### config.mk
export PLATFORM = sky130hd
export DESIGN_NAME = ohmmeter_color_band_encoder
export DESIGN_NICKNAME = d
export VERILOG_FILES = /design/src/rtl/core/ocbe_pkg.sv /design/src/rtl/core/ohmmeter_color_band_encoder.sv
export SDC_FILE = /design/constraint.sdc
export NUM_CORES = 2
export LEC_CHECK = 0
export ABC_AREA = 1
export BUFFER_PORTS_ARGS = -buffer_cell sky130_fd_sc_hd__buf_2
export CAP_MARGIN = 40
export CELL_PAD_IN_SITES_DETAIL_PLACEMENT = 1
export CELL_PAD_IN_SITES_GLOBAL_PLACEMENT = 1
export CORE_MARGIN = 1
export CORE_UTILIZATION = 35
export CTS_BUF_LIST = sky130_fd_sc_hd__clkbuf_4 sky130_fd_sc_hd__clkbuf_8
export CTS_CLUSTER_SIZE = 10
export DETAILED_ROUTE_END_ITERATION = 7
export PLACE_DENSITY_LB_ADDON = 0.3
export SLEW_MARGIN = 20
export SYNTH_ARGS = -nofsm -noshare
export SYNTH_HDL_FRONTEND = slang
export SYNTH_SLANG_ARGS = --single-unit
export TNS_END_PERCENT = 100
### constraint.sdc
create_clock -name clk -period 16.82 [get_ports clk]
set_input_delay 3.364 -clock clk [delete_from_list [all_inputs] [get_ports clk]]
set_output_delay 3.364 -clock clk [all_outputs]
set_load 0.02 [all_outputs]
### src/rtl/core/ocbe_pkg.sv
// Shared constants, control-word type and microcode table for the ohmmeter band encoder.
package ocbe_pkg;

  localparam int SAMPLE_BITS = 12;
  localparam int MAX_SAMPLES = 1023;
  localparam int COUNT_W     = 10;
  localparam int SUM_W       = SAMPLE_BITS + COUNT_W;
  localparam int KR_W        = 20;
  localparam int FS_W        = 12;
  localparam int NUM_W       = KR_W + SUM_W;
  localparam int RES_W       = 31;
  localparam int NUM_HI_W    = NUM_W - RES_W;
  localparam int AVG_W       = 12;
  localparam int DIG_W       = 4;
  localparam int MULT_W      = 5;
  localparam int CFG_IDX_W   = 2;
  localparam int CFG_W       = 20;
  localparam int STEP_W      = 4;
  localparam int DCNT_W      = 5;
  localparam int TEN_W       = 7;
  localparam int P10_W       = NUM_W + 4;

  // quotient bits produced by each divide pass
  localparam logic [DCNT_W-1:0] AVG_STEPS = DCNT_W'(AVG_W);
  localparam logic [DCNT_W-1:0] RES_STEPS = DCNT_W'(RES_W);
  localparam logic [DCNT_W-1:0] TEN_STEPS = DCNT_W'(TEN_W);

  localparam logic [KR_W-1:0]    KR_RESET  = KR_W'(10000);
  localparam logic [FS_W-1:0]    FS_RESET  = FS_W'(4095);
  localparam logic [COUNT_W-1:0] CNT_RESET = COUNT_W'(500);
  localparam logic [RES_W-1:0]   R_MAX     = {RES_W{1'b1}};
  localparam logic [MULT_W-1:0]  MULT_NEG1 = {MULT_W{1'b1}};

  localparam logic [CFG_IDX_W-1:0] REG_KNOWN_RES = 2'd0;
  localparam logic [CFG_IDX_W-1:0] REG_FULL_SCALE = 2'd1;
  localparam logic [CFG_IDX_W-1:0] REG_SAMPLE_CNT = 2'd2;

  // datapath operations
  localparam logic [3:0] OP_WAIT   = 4'd0;
  localparam logic [3:0] OP_MUL    = 4'd1;
  localparam logic [3:0] OP_DIV    = 4'd2;
  localparam logic [3:0] OP_AVG    = 4'd3;
  localparam logic [3:0] OP_RLOAD  = 4'd4;
  localparam logic [3:0] OP_RSAVE  = 4'd5;
  localparam logic [3:0] OP_DECADE = 4'd6;
  localparam logic [3:0] OP_TLOAD  = 4'd7;
  localparam logic [3:0] OP_TSAVE  = 4'd8;
  localparam logic [3:0] OP_EMIT   = 4'd9;

  // jump conditions
  localparam logic [2:0] C_NEVER    = 3'd0;
  localparam logic [2:0] C_DONE     = 3'd1;
  localparam logic [2:0] C_DIV_MORE = 3'd2;
  localparam logic [2:0] C_OVER     = 3'd3;
  localparam logic [2:0] C_GE100    = 3'd4;
  localparam logic [2:0] C_GE10     = 3'd5;
  localparam logic [2:0] C_OUT_BUSY = 3'd6;

  // program steps
  localparam logic [STEP_W-1:0] S_WAIT   = 4'd0;
  localparam logic [STEP_W-1:0] S_MUL    = 4'd1;
  localparam logic [STEP_W-1:0] S_ADIV   = 4'd2;
  localparam logic [STEP_W-1:0] S_AVG    = 4'd3;
  localparam logic [STEP_W-1:0] S_RLOAD  = 4'd4;
  localparam logic [STEP_W-1:0] S_RDIV   = 4'd5;
  localparam logic [STEP_W-1:0] S_RSAVE  = 4'd6;
  localparam logic [STEP_W-1:0] S_DECADE = 4'd7;
  localparam logic [STEP_W-1:0] S_TLOAD  = 4'd8;
  localparam logic [STEP_W-1:0] S_TDIV   = 4'd9;
  localparam logic [STEP_W-1:0] S_TSAVE  = 4'd10;
  localparam logic [STEP_W-1:0] S_EMIT   = 4'd11;

  typedef struct packed {
    logic [3:0]        op;
    logic [2:0]        cond;
    logic [STEP_W-1:0] jump;
    logic [STEP_W-1:0] next;
  } ctrl_word_t;

  function automatic ctrl_word_t ucode(input logic [STEP_W-1:0] step);
    ctrl_word_t w;
    unique case (step)
      S_WAIT:   w = '{OP_WAIT,   C_DONE,     S_MUL,    S_WAIT};
      S_MUL:    w = '{OP_MUL,    C_NEVER,    S_WAIT,   S_ADIV};
      S_ADIV:   w = '{OP_DIV,    C_DIV_MORE, S_ADIV,   S_AVG};
      S_AVG:    w = '{OP_AVG,    C_NEVER,    S_WAIT,   S_RLOAD};
      S_RLOAD:  w = '{OP_RLOAD,  C_OVER,     S_DECADE, S_RDIV};
      S_RDIV:   w = '{OP_DIV,    C_DIV_MORE, S_RDIV,   S_RSAVE};
      S_RSAVE:  w = '{OP_RSAVE,  C_NEVER,    S_WAIT,   S_DECADE};
      S_DECADE: w = '{OP_DECADE, C_GE100,    S_DECADE, S_TLOAD};
      S_TLOAD:  w = '{OP_TLOAD,  C_GE10,     S_EMIT,   S_TDIV};
      S_TDIV:   w = '{OP_DIV,    C_DIV_MORE, S_TDIV,   S_TSAVE};
      S_TSAVE:  w = '{OP_TSAVE,  C_NEVER,    S_WAIT,   S_EMIT};
      S_EMIT:   w = '{OP_EMIT,   C_OUT_BUSY, S_EMIT,   S_WAIT};
      default:  w = '{OP_WAIT,   C_NEVER,    S_WAIT,   S_WAIT};
    endcase
    return w;
  endfunction

  // floor(v/10) by reciprocal, exact for any 31-bit v
  function automatic logic [RES_W-1:0] div10(input logic [RES_W-1:0] v);
    logic [62:0] p;
    p = 63'(v) * 63'(32'hCCCC_CCCD);
    return RES_W'(p[62:35]);
  endfunction

  // tens digit of a value below 100
  function automatic logic [DIG_W-1:0] tens_of(input logic [TEN_W-1:0] v);
    logic [14:0] p;
    p = 15'(v) * 15'd205;
    return p[14:11];
  endfunction

endpackage

### src/rtl/core/ohmmeter_color_band_encoder.sv
// Ohmmeter sample averager, resistance divider and color-band encoder (top level).
//
//  channel  | handshake            | payload
//  ---------+----------------------+------------------------------------------------
//  input    | in_valid / in_ready  | sample
//  output   | out_valid / out_ready| average_code resistance_ohms first_digit
//           |                      | second_digit multiplier band_error overrange
//  config   | cfg_we               | cfg_index cfg_data
//
// A sample that does not close a measurement leaves the program in its wait step; the closing
// sample runs a microcoded program on one bit-per-cycle restoring divider: 12 quotient bits for
// the mean, 31 for the resistance, a decade loop that divides by ten at most 8 times, and 7
// quotient bits for the tenths digit.
// Reset (rst, synchronous) restores register defaults and clears the accumulator.
// A result held in the output register stalls the program only at its last step.
module ohmmeter_color_band_encoder (
  input  logic                              clk,
  input  logic                              rst,
  input  logic                              in_valid,
  output logic                              in_ready,
  input  logic [ocbe_pkg::SAMPLE_BITS-1:0]  sample,
  output logic                              out_valid,
  input  logic                              out_ready,
  output logic [ocbe_pkg::AVG_W-1:0]        average_code,
  output logic [ocbe_pkg::RES_W-1:0]        resistance_ohms,
  output logic [ocbe_pkg::DIG_W-1:0]        first_digit,
  output logic [ocbe_pkg::DIG_W-1:0]        second_digit,
  output logic signed [ocbe_pkg::MULT_W-1:0] multiplier,
  output logic                              band_error,
  output logic                              overrange,
  input  logic                              cfg_we,
  input  logic [ocbe_pkg::CFG_IDX_W-1:0]    cfg_index,
  input  logic [ocbe_pkg::CFG_W-1:0]        cfg_data
);
  import ocbe_pkg::*;

  logic [KR_W-1:0]    known_res;
  logic [FS_W-1:0]    full_scale;
  logic [COUNT_W-1:0] sample_count;
  logic [SUM_W-1:0]   sample_sum;
  logic [COUNT_W-1:0] samples_taken;
  logic [STEP_W-1:0]  pc;
  logic [STEP_W-1:0]  pc_next;
  logic [NUM_W-1:0]   num;
  logic [SUM_W-1:0]   span;
  logic [SUM_W-1:0]   den;
  logic               zero_den;
  logic               over;
  logic [SUM_W-1:0]   rem;
  logic [RES_W-1:0]   dlo;
  logic [RES_W-1:0]   quo;
  logic [SUM_W-1:0]   divisor;
  logic [DCNT_W-1:0]  dcnt;
  logic [RES_W-1:0]   res;
  logic [RES_W-1:0]   val;
  logic [MULT_W-1:0]  mult;
  logic [AVG_W-1:0]   avg;

  ctrl_word_t         cw;
  logic               in_fire;
  logic [COUNT_W-1:0] taken_next;
  logic [COUNT_W-1:0] eff_count;
  logic               meas_done;
  logic               over_now;
  logic               out_busy;
  logic               cond_true;
  logic [SUM_W:0]     shifted;
  logic [SUM_W:0]     trial;
  logic [P10_W-1:0]   p10;

  assign cw       = ucode(pc);
  assign in_ready = (pc == S_WAIT);
  assign in_fire  = in_valid && in_ready;
  assign out_busy = out_valid && !out_ready;

  always_comb begin
    eff_count = (sample_count == '0) ? COUNT_W'(1) : sample_count;
    if (eff_count > COUNT_W'(MAX_SAMPLES)) begin
      eff_count = COUNT_W'(MAX_SAMPLES);
    end
  end

  assign taken_next = samples_taken + COUNT_W'(1);
  assign meas_done  = (taken_next == '0) || (taken_next >= eff_count);
  assign over_now   = zero_den || ({{(SUM_W-NUM_HI_W){1'b0}}, num[NUM_W-1:RES_W]} >= den);

  // one restoring-divide step
  assign shifted = {rem, dlo[RES_W-1]};
  assign trial   = shifted - {1'b0, divisor};
  assign p10     = (P10_W'(num) << 3) + (P10_W'(num) << 1);

  always_comb begin
    case (cw.cond)
      C_DONE:     cond_true = in_fire && meas_done;
      C_DIV_MORE: cond_true = (dcnt != DCNT_W'(1));
      C_OVER:     cond_true = over_now;
      C_GE100:    cond_true = (val >= RES_W'(100));
      C_GE10:     cond_true = (val >= RES_W'(10));
      C_OUT_BUSY: cond_true = out_busy;
      default:    cond_true = 1'b0;
    endcase
    pc_next = cond_true ? cw.jump : cw.next;
  end

  // control state, configuration, sample accumulator and output valid
  always_ff @(posedge clk) begin
    if (rst) begin
      pc            <= S_WAIT;
      known_res     <= KR_RESET;
      full_scale    <= FS_RESET;
      sample_count  <= CNT_RESET;
      sample_sum    <= '0;
      samples_taken <= '0;
      out_valid     <= 1'b0;
    end else begin
      pc <= pc_next;
      if (cfg_we) begin
        unique case (cfg_index)
          REG_KNOWN_RES:  known_res    <= cfg_data[KR_W-1:0];
          REG_FULL_SCALE: full_scale   <= cfg_data[FS_W-1:0];
          REG_SAMPLE_CNT: sample_count <= cfg_data[COUNT_W-1:0];
          default: ;
        endcase
      end
      if (cw.op == OP_WAIT && in_fire) begin
        sample_sum    <= sample_sum + SUM_W'(sample);
        samples_taken <= taken_next;
      end
      if (cw.op == OP_EMIT && !out_busy) begin
        out_valid     <= 1'b1;
        sample_sum    <= '0;
        samples_taken <= '0;
      end else if (out_ready) begin
        out_valid <= 1'b0;
      end
    end
  end

  // datapath
  always_ff @(posedge clk) begin
    unique case (cw.op)
      OP_MUL: begin
        num     <= NUM_W'(known_res) * NUM_W'(sample_sum);
        span    <= SUM_W'(samples_taken) * SUM_W'(full_scale);
        mult    <= '0;
        over    <= 1'b0;
        rem     <= SUM_W'(sample_sum[SUM_W-1:AVG_W]);
        dlo     <= {sample_sum[AVG_W-1:0], {(RES_W-AVG_W){1'b0}}};
        divisor <= SUM_W'(samples_taken);
        quo     <= '0;
        dcnt    <= AVG_STEPS;
      end
      OP_DIV: begin
        rem  <= trial[SUM_W] ? shifted[SUM_W-1:0] : trial[SUM_W-1:0];
        quo  <= {quo[RES_W-2:0], ~trial[SUM_W]};
        dlo  <= {dlo[RES_W-2:0], 1'b0};
        dcnt <= dcnt - DCNT_W'(1);
      end
      OP_AVG: begin
        avg      <= quo[AVG_W-1:0];
        zero_den <= (span <= sample_sum);
        den      <= span - sample_sum;
      end
      OP_RLOAD: begin
        if (over_now) begin
          over <= 1'b1;
          res  <= R_MAX;
          val  <= R_MAX;
        end else begin
          rem     <= {{(SUM_W-NUM_HI_W){1'b0}}, num[NUM_W-1:RES_W]};
          dlo     <= num[RES_W-1:0];
          divisor <= den;
          quo     <= '0;
          dcnt    <= RES_STEPS;
        end
      end
      OP_RSAVE: begin
        res <= quo;
        val <= quo;
      end
      OP_DECADE: begin
        if (val >= RES_W'(100)) begin
          val  <= div10(val);
          mult <= mult + MULT_W'(1);
        end
      end
      OP_TLOAD: begin
        // below ten ohms: redo as floor(10*num/den), quotient under 100
        if (val < RES_W'(10)) begin
          rem     <= p10[SUM_W+TEN_W-1:TEN_W];
          dlo     <= {p10[TEN_W-1:0], {(RES_W-TEN_W){1'b0}}};
          divisor <= den;
          quo     <= '0;
          dcnt    <= TEN_STEPS;
          mult    <= MULT_NEG1;
        end
      end
      OP_TSAVE: begin
        val <= RES_W'(quo[TEN_W-1:0]);
      end
      OP_EMIT: begin
        if (!out_busy) begin
          average_code    <= avg;
          resistance_ohms <= res;
          first_digit     <= tens_of(val[TEN_W-1:0]);
          second_digit    <= DIG_W'(val[TEN_W-1:0] -
                                    TEN_W'(tens_of(val[TEN_W-1:0])) * TEN_W'(10));
          multiplier      <= $signed(mult);
          band_error      <= mult[MULT_W-1] || (mult > MULT_W'(9));
          overrange       <= over;
        end
      end
      default: ;
    endcase
  end

endmodule

# Yosys cells after proc, flatten, opt, wreduce, memory -nomap -nowiden
# Memories as Yosys holds them, arrays and structs flattened. A register that Yosys moved wholly into a read port is not among the register bits.
# Cells that the tools add are included.
[word_totals]
memories = 1
output_inout_bits = 60
ff_bits = 415
mem_bits_ro = 240
[memory_table]
columns = ["name", "depth", "word_bits", "rd", "rd_clocked_by_memory_dff", "write_ports", "line_no", "source"]
rows = [
  ["(no name shown)", 16, 15, 1, 1, 0, "ocbe_pkg.sv:82", "unique case (step)"],
]
[op_classes]
n_bitwise = 2
order_cmp = 8
eq_ne = 22
muxes = 32
add_sub_neg = 8
reduce_logical = 33
multipliers = 5
[op_table]
columns = ["op", "n"]
rows = [
  ["case mux 31 bit (4 select lines)", 3],
  ["two-way mux 31 bit", 6],
  ["two-way mux 22 bit", 5],
  ["case mux 22 bit (4 select lines)", 1],
  ["case mux 22 bit (3 select lines)", 1],
  ["multiplier 31 x 32 -> 63 bit, second input constant", 1],
  ["case mux 31 bit (2 select lines)", 1],
  ["multiplier 20 x 22 -> 42 bit", 1],
  ["greater-or-equal comparator 31 x 4 -> 1 bit, second input constant", 1],
  ["greater-or-equal comparator 31 x 7 -> 1 bit, second input constant", 1],
  ["< comparator 31 x 4 -> 1 bit, second input constant", 1],
  ["adder 29 bit", 1],
  ["subtractor 23 x 22 -> 23 bit", 1],
  ["adder 22 x 12 -> 22 bit", 1],
  ["greater-or-equal comparator 11 x 22 -> 1 bit", 1],
  ["less-or-equal comparator 22 bit", 1],
  ["multiplier 10 x 12 -> 22 bit", 1],
  ["subtractor 22 bit", 1],
  ["logical NOT 10 bit", 2],
  ["two-way mux 10 bit", 2],
  ["two-way mux 5 bit", 4],
  ["case mux 5 bit (4 select lines)", 1],
  ["equality test 4 x 3 -> 1 bit, second input constant", 4],
  ["multiplier 7 x 8 -> 15 bit, second input constant", 1],
  ["other kinds (35)", 67],
]

# Longest topological paths before layout
[depth]
ltp_word = 10
mapped_depth = 31
depth_no_buf = 30

# Worst setup path after synthesis
# Ideal clock, no wire load.
[synth_path]
kind = "reg-to-reg"
startpoint = "register cw[14] (netlist name)"
endpoint = "register dcnt[0], enable pin"
slack_ns = 8.138
path_stages_with_launch = 6
path_buffers = 0
arrival_ns = 8.116
synth_period_minus_slack_ns = 8.682
t_required_ns = 16.254
path_cell_list = "dfxtp_1 > nor2_1 > inv_1 > nor2_1 > inv_1 > a21oi_1"
[synth_between]
elab_chain_cells = 3
elab_cells_between_ends = 8
cone_classes = "eq/ne (6); reduce/logical (2)"
[synth_lines]
columns = ["element", "line_no", "source"]
rows = [
  ["equality test 4 x 3 -> 1 bit (tied with other cells)", "ohmmeter_color_band_encoder.sv:141", "unique case (cw.op)"],
  ["nonzero test 4 bit (no line) or != test 2 bit (tied branches)", "n/a", ""],
  ["AND reduction 3 bit (no line) *", "n/a", ""],
  ["end signal, assigned", "ohmmeter_color_band_encoder.sv:157", "dcnt <= dcnt - DCNT_W'(1);"],
  ["end, declared", "ohmmeter_color_band_encoder.sv:53", "logic [DCNT_W-1:0] dcnt;"],
]
# Every way passes the cells marked *; elsewhere a longest branch is shown, timed or not.
# A chain may end at the register's enable or synchronous reset.

# Worst setup path after layout
[layout_path]
startpoint = "register val[6]"
endpoint = "register val[5] (data pin)"
[layout_between]
elab_chain_cells = 3
[layout_lines]
columns = ["element", "line_no", "source"]
rows = [
  ["start, declared", "ohmmeter_color_band_encoder.sv:55", "logic [RES_W-1:0] val;"],
  ["start signal, assigned", "ohmmeter_color_band_encoder.sv:179", "val <= quo;"],
  ["start signal, assigned", "ohmmeter_color_band_encoder.sv:183", "val <= div10(val);"],
  ["start signal, assigned", "ohmmeter_color_band_encoder.sv:199", "val <= RES_W'(quo[TEN_W-1:0]);"],
  ["multiplier 31 x 32 -> 63 bit", "ocbe_pkg.sv:103", "p = 63'(v) * 63'(32'hCCCC_CCCD);"],
  ["two-way mux 31 bit", "ohmmeter_color_band_encoder.sv:182", "if (val >= RES_W'(100)) begin"],
  ["case mux 31 bit (4 select lines)", "ohmmeter_color_band_encoder.sv:141", ""],
]
# Every way passes these cells. The select of a mux whose other input is x is not followed.

==> results.yml <==
outcome:
  outcome: "complete, no violations"
logic_synthesis:
  synth_area_leader_cell: "fa_1"
  synth_flop_cell: "edfxtp_1"
  synth.top_cell.area_share: 0.2507
  syn-num-nets: 7780
  post-synth-top-count-cell: "inv_1"
  syn_avg_cell_area_um2: 8.489
  synthCells: 6377
  seq_area_frac_synth: 0.2211
  ys_types: 55
  syn_area_um2: 54130
  ys_seq_elements: 430
  ys_warn_count: 0
  synth_edf_count: 336
  yosys-top-cells-count: "inv_1 (1500), nand2_1 (1275), ha_1 (686)"
  synthArstFlopShare: 0
  synth_area_leaders: "fa_1 (25%), edfxtp_1 (19%), ha_1 (16%)"
worst_hold_path:
  hold_start: "res[15]"
  hp-class: "reg -> reg"
cts:
  clock_sinks: 430
  postCtsResizedCells: 0
  cts.htree.levels: 3
  cts_made_buffers: 81
  clock_path_buffers: 3
  insertion_delay_ns: 0.81
  hold_buffers: 0
  cts_tree: "built"
  post_cts_buffers: 0
  clk_pin_slew_worst_paths_ns: 0.06
  clock-root-buffer: "clkbuf_8"
worst_setup_path:
  arrival_ns: 8.56
  criticalPathCategory: "reg -> reg"
  reg2reg_from: "val[6]"
  cp_max_fo: 6
  crit_path_end_kind: "flop"
  crit_required_ns: 17.21
  startpoint: "val[6]"
  startpoint_type: "flop"
drt:
  routed_wl_um: 174400
  vias: 42370
  detail_route.first_pass.iterations: 5
  wire_per_inst_um: 20.37
  drc: 0
  drtIter0Drc: 2006
  viasPerCell: 4.947
  ant_nets: 0
global_routing:
  grt_usage: 0.2280
  grt_pass1_vias: 46970
  grt_max_degree: 54
  grt_overflow: 0
  antenna_found_initial: 5
  grt_first_pass_wirelength_um: 275000
timing:
  clock-skew-final_ns: 0.08138
  slew_headroom: 0.3634
  timing.final.crit_period_ns: 8.164
  fin_tns_setup_ns: 0
  hold_violations: 0
  fmax_ghz: 0.1225
  slew_viol_final: 0
  setup_viol: 0
  fin_crit_sh: 0.4853
  tightest_slew_ns: 0.9461
  rsz0062_at_grt: "false"
floorplan:
  initial_core_util: 0.3543
  die_h_um: 395.3
  die_w_um: 395.3
  core_um2: 152800
  rows: 143
  pin_count: 99
  die_area_um2: 156200
job:
  cap_viol_max_count: 0
placement:
  postPlaceCellArea_um2: 57200
  gp_congestion: 0.9756
  io_buffers: 98
  dpl.hpwl_um: 145400
finish:
  synthToLayoutAreaGrowth_pct: 9.109
  final_nets: 7867
  fin_area_um2: 59070
  layout-drive-gt1-share: 0.05451
==> cell type report <==
type,count,area [um2]
fill,18290,93730
clock buffer,102,1279
antenna,3,7.507
inverter,1505,5649
timing repair buffer,178,1217
clock inverter,48,484.2
tap,2030,2540
multi-input combinational,4268,35910
sequential,430,11970
==> sequential cells by signal, indices dropped and copies added (netlist names), 15 cells and up <==
signal,count
res,31
rem,22
dlo,31
cw,15
span,22
num,42
known_res,20
divisor,22
val,31
sample_sum,22
resistance_ohms,31
quo,31
den,22
==> final timing paths <==
| path | cells after the start | slack, ns | to |
|---|---|---|---|
| worst min register to register | 0 | 0.42 | resistance_ohms[15] |
| worst max-delay path | 25 | 8.66 | val[5] |
| worst max register to register | 25 | 8.66 | val[5] |
| worst min-delay path | 0 | 0.42 | resistance_ohms[15] |
==> kinds of logic after synthesis <==
| family | after synthesis | synth area share |
|---|---|---|
| AO/OA/AOI/OAI | 773 | 0.08062 |
| adder cells (fa/ha/maj) | 1364 | 0.4093 |
| XOR/XNOR | 147 | 0.02378 |
| buffers and inverters | 1679 | 0.1169 |
| flip-flops | 430 | 0.2211 |
| AND/OR/NAND/NOR | 1984 | 0.1483 |
==> per-stage QoR <==
stage / hold slack (ns) / instances / setup WS, ns / util
floorplan: 0.4003 / 6377 / 8.138 / -
global placement: 0.4042 / 8397 / 8.753 / 0.3735
detailed placement: 0.4066 / 8405 / 8.717 / 0.3744
CTS: 0.4014 / 8555 / 8.635 / 0.3859
global route: 0.4112 / 8564 / 8.280 / 0.3866
finish: 0.4160 / 8564 / 8.656 / 0.3866
==> critical path, cell delays in order (launching register included) <==
cell	delay [ns]
edfxtp_1	0.77
inv_1	0.14
ha_1	0.39
fa_1	0.47
inv_1	0.09
fa_1	0.45
fa_1	0.79
inv_1	0.24
fa_1	0.57
inv_1	0.05
fa_1	0.49
inv_1	0.10
fa_1	0.45
fa_1	0.46
ha_1	0.39
nand2_1	0.15
nor2_1	0.17
inv_1	0.07
nor2_1	0.21
nand4_1	0.11
o21ai_0	0.35
nand2_1	0.09
nand2_1	0.13
a21oi_1	0.08
o21ai_0	0.16
o211ai_1	0.37
==> layout by cell type, fill, tap and decap left out, types with 18 or more instances in the layout <==
cell type,synthesis,routed
inv_1,1500,1499
nand2_1,1275,1275
ha_1,686,686
fa_1,678,678
nor2_1,385,379
edfxtp_1,336,336
a21oi_1,316,313
o21ai_0,261,261
nand3_1,189,189
xor2_1,100,100
buf_2,7,99
dfxtp_1,94,92
clkbuf_8,0,82
buf_4,2,66
xnor2_1,47,47
nand4_1,37,37
o211ai_1,37,37
nor3_1,37,36
a21o_1,27,27
o21bai_1,27,27
a31oi_1,22,22
clkbuf_4,0,20
clkinv_1,2,18
==> per-layer routing <==
layer  routed length [um]  global-route usage  up-vias
met5                   29                   0        -
met4                 6041             0.07177        4
met3                 5825             0.02640      263
met2                86840              0.4036      729
met1                75700              0.2881    21350
li1                     -                   -    20020
Power is not shown: default switching activity piles up to over one toggle a cycle in this logic, so the estimate is an artifact.
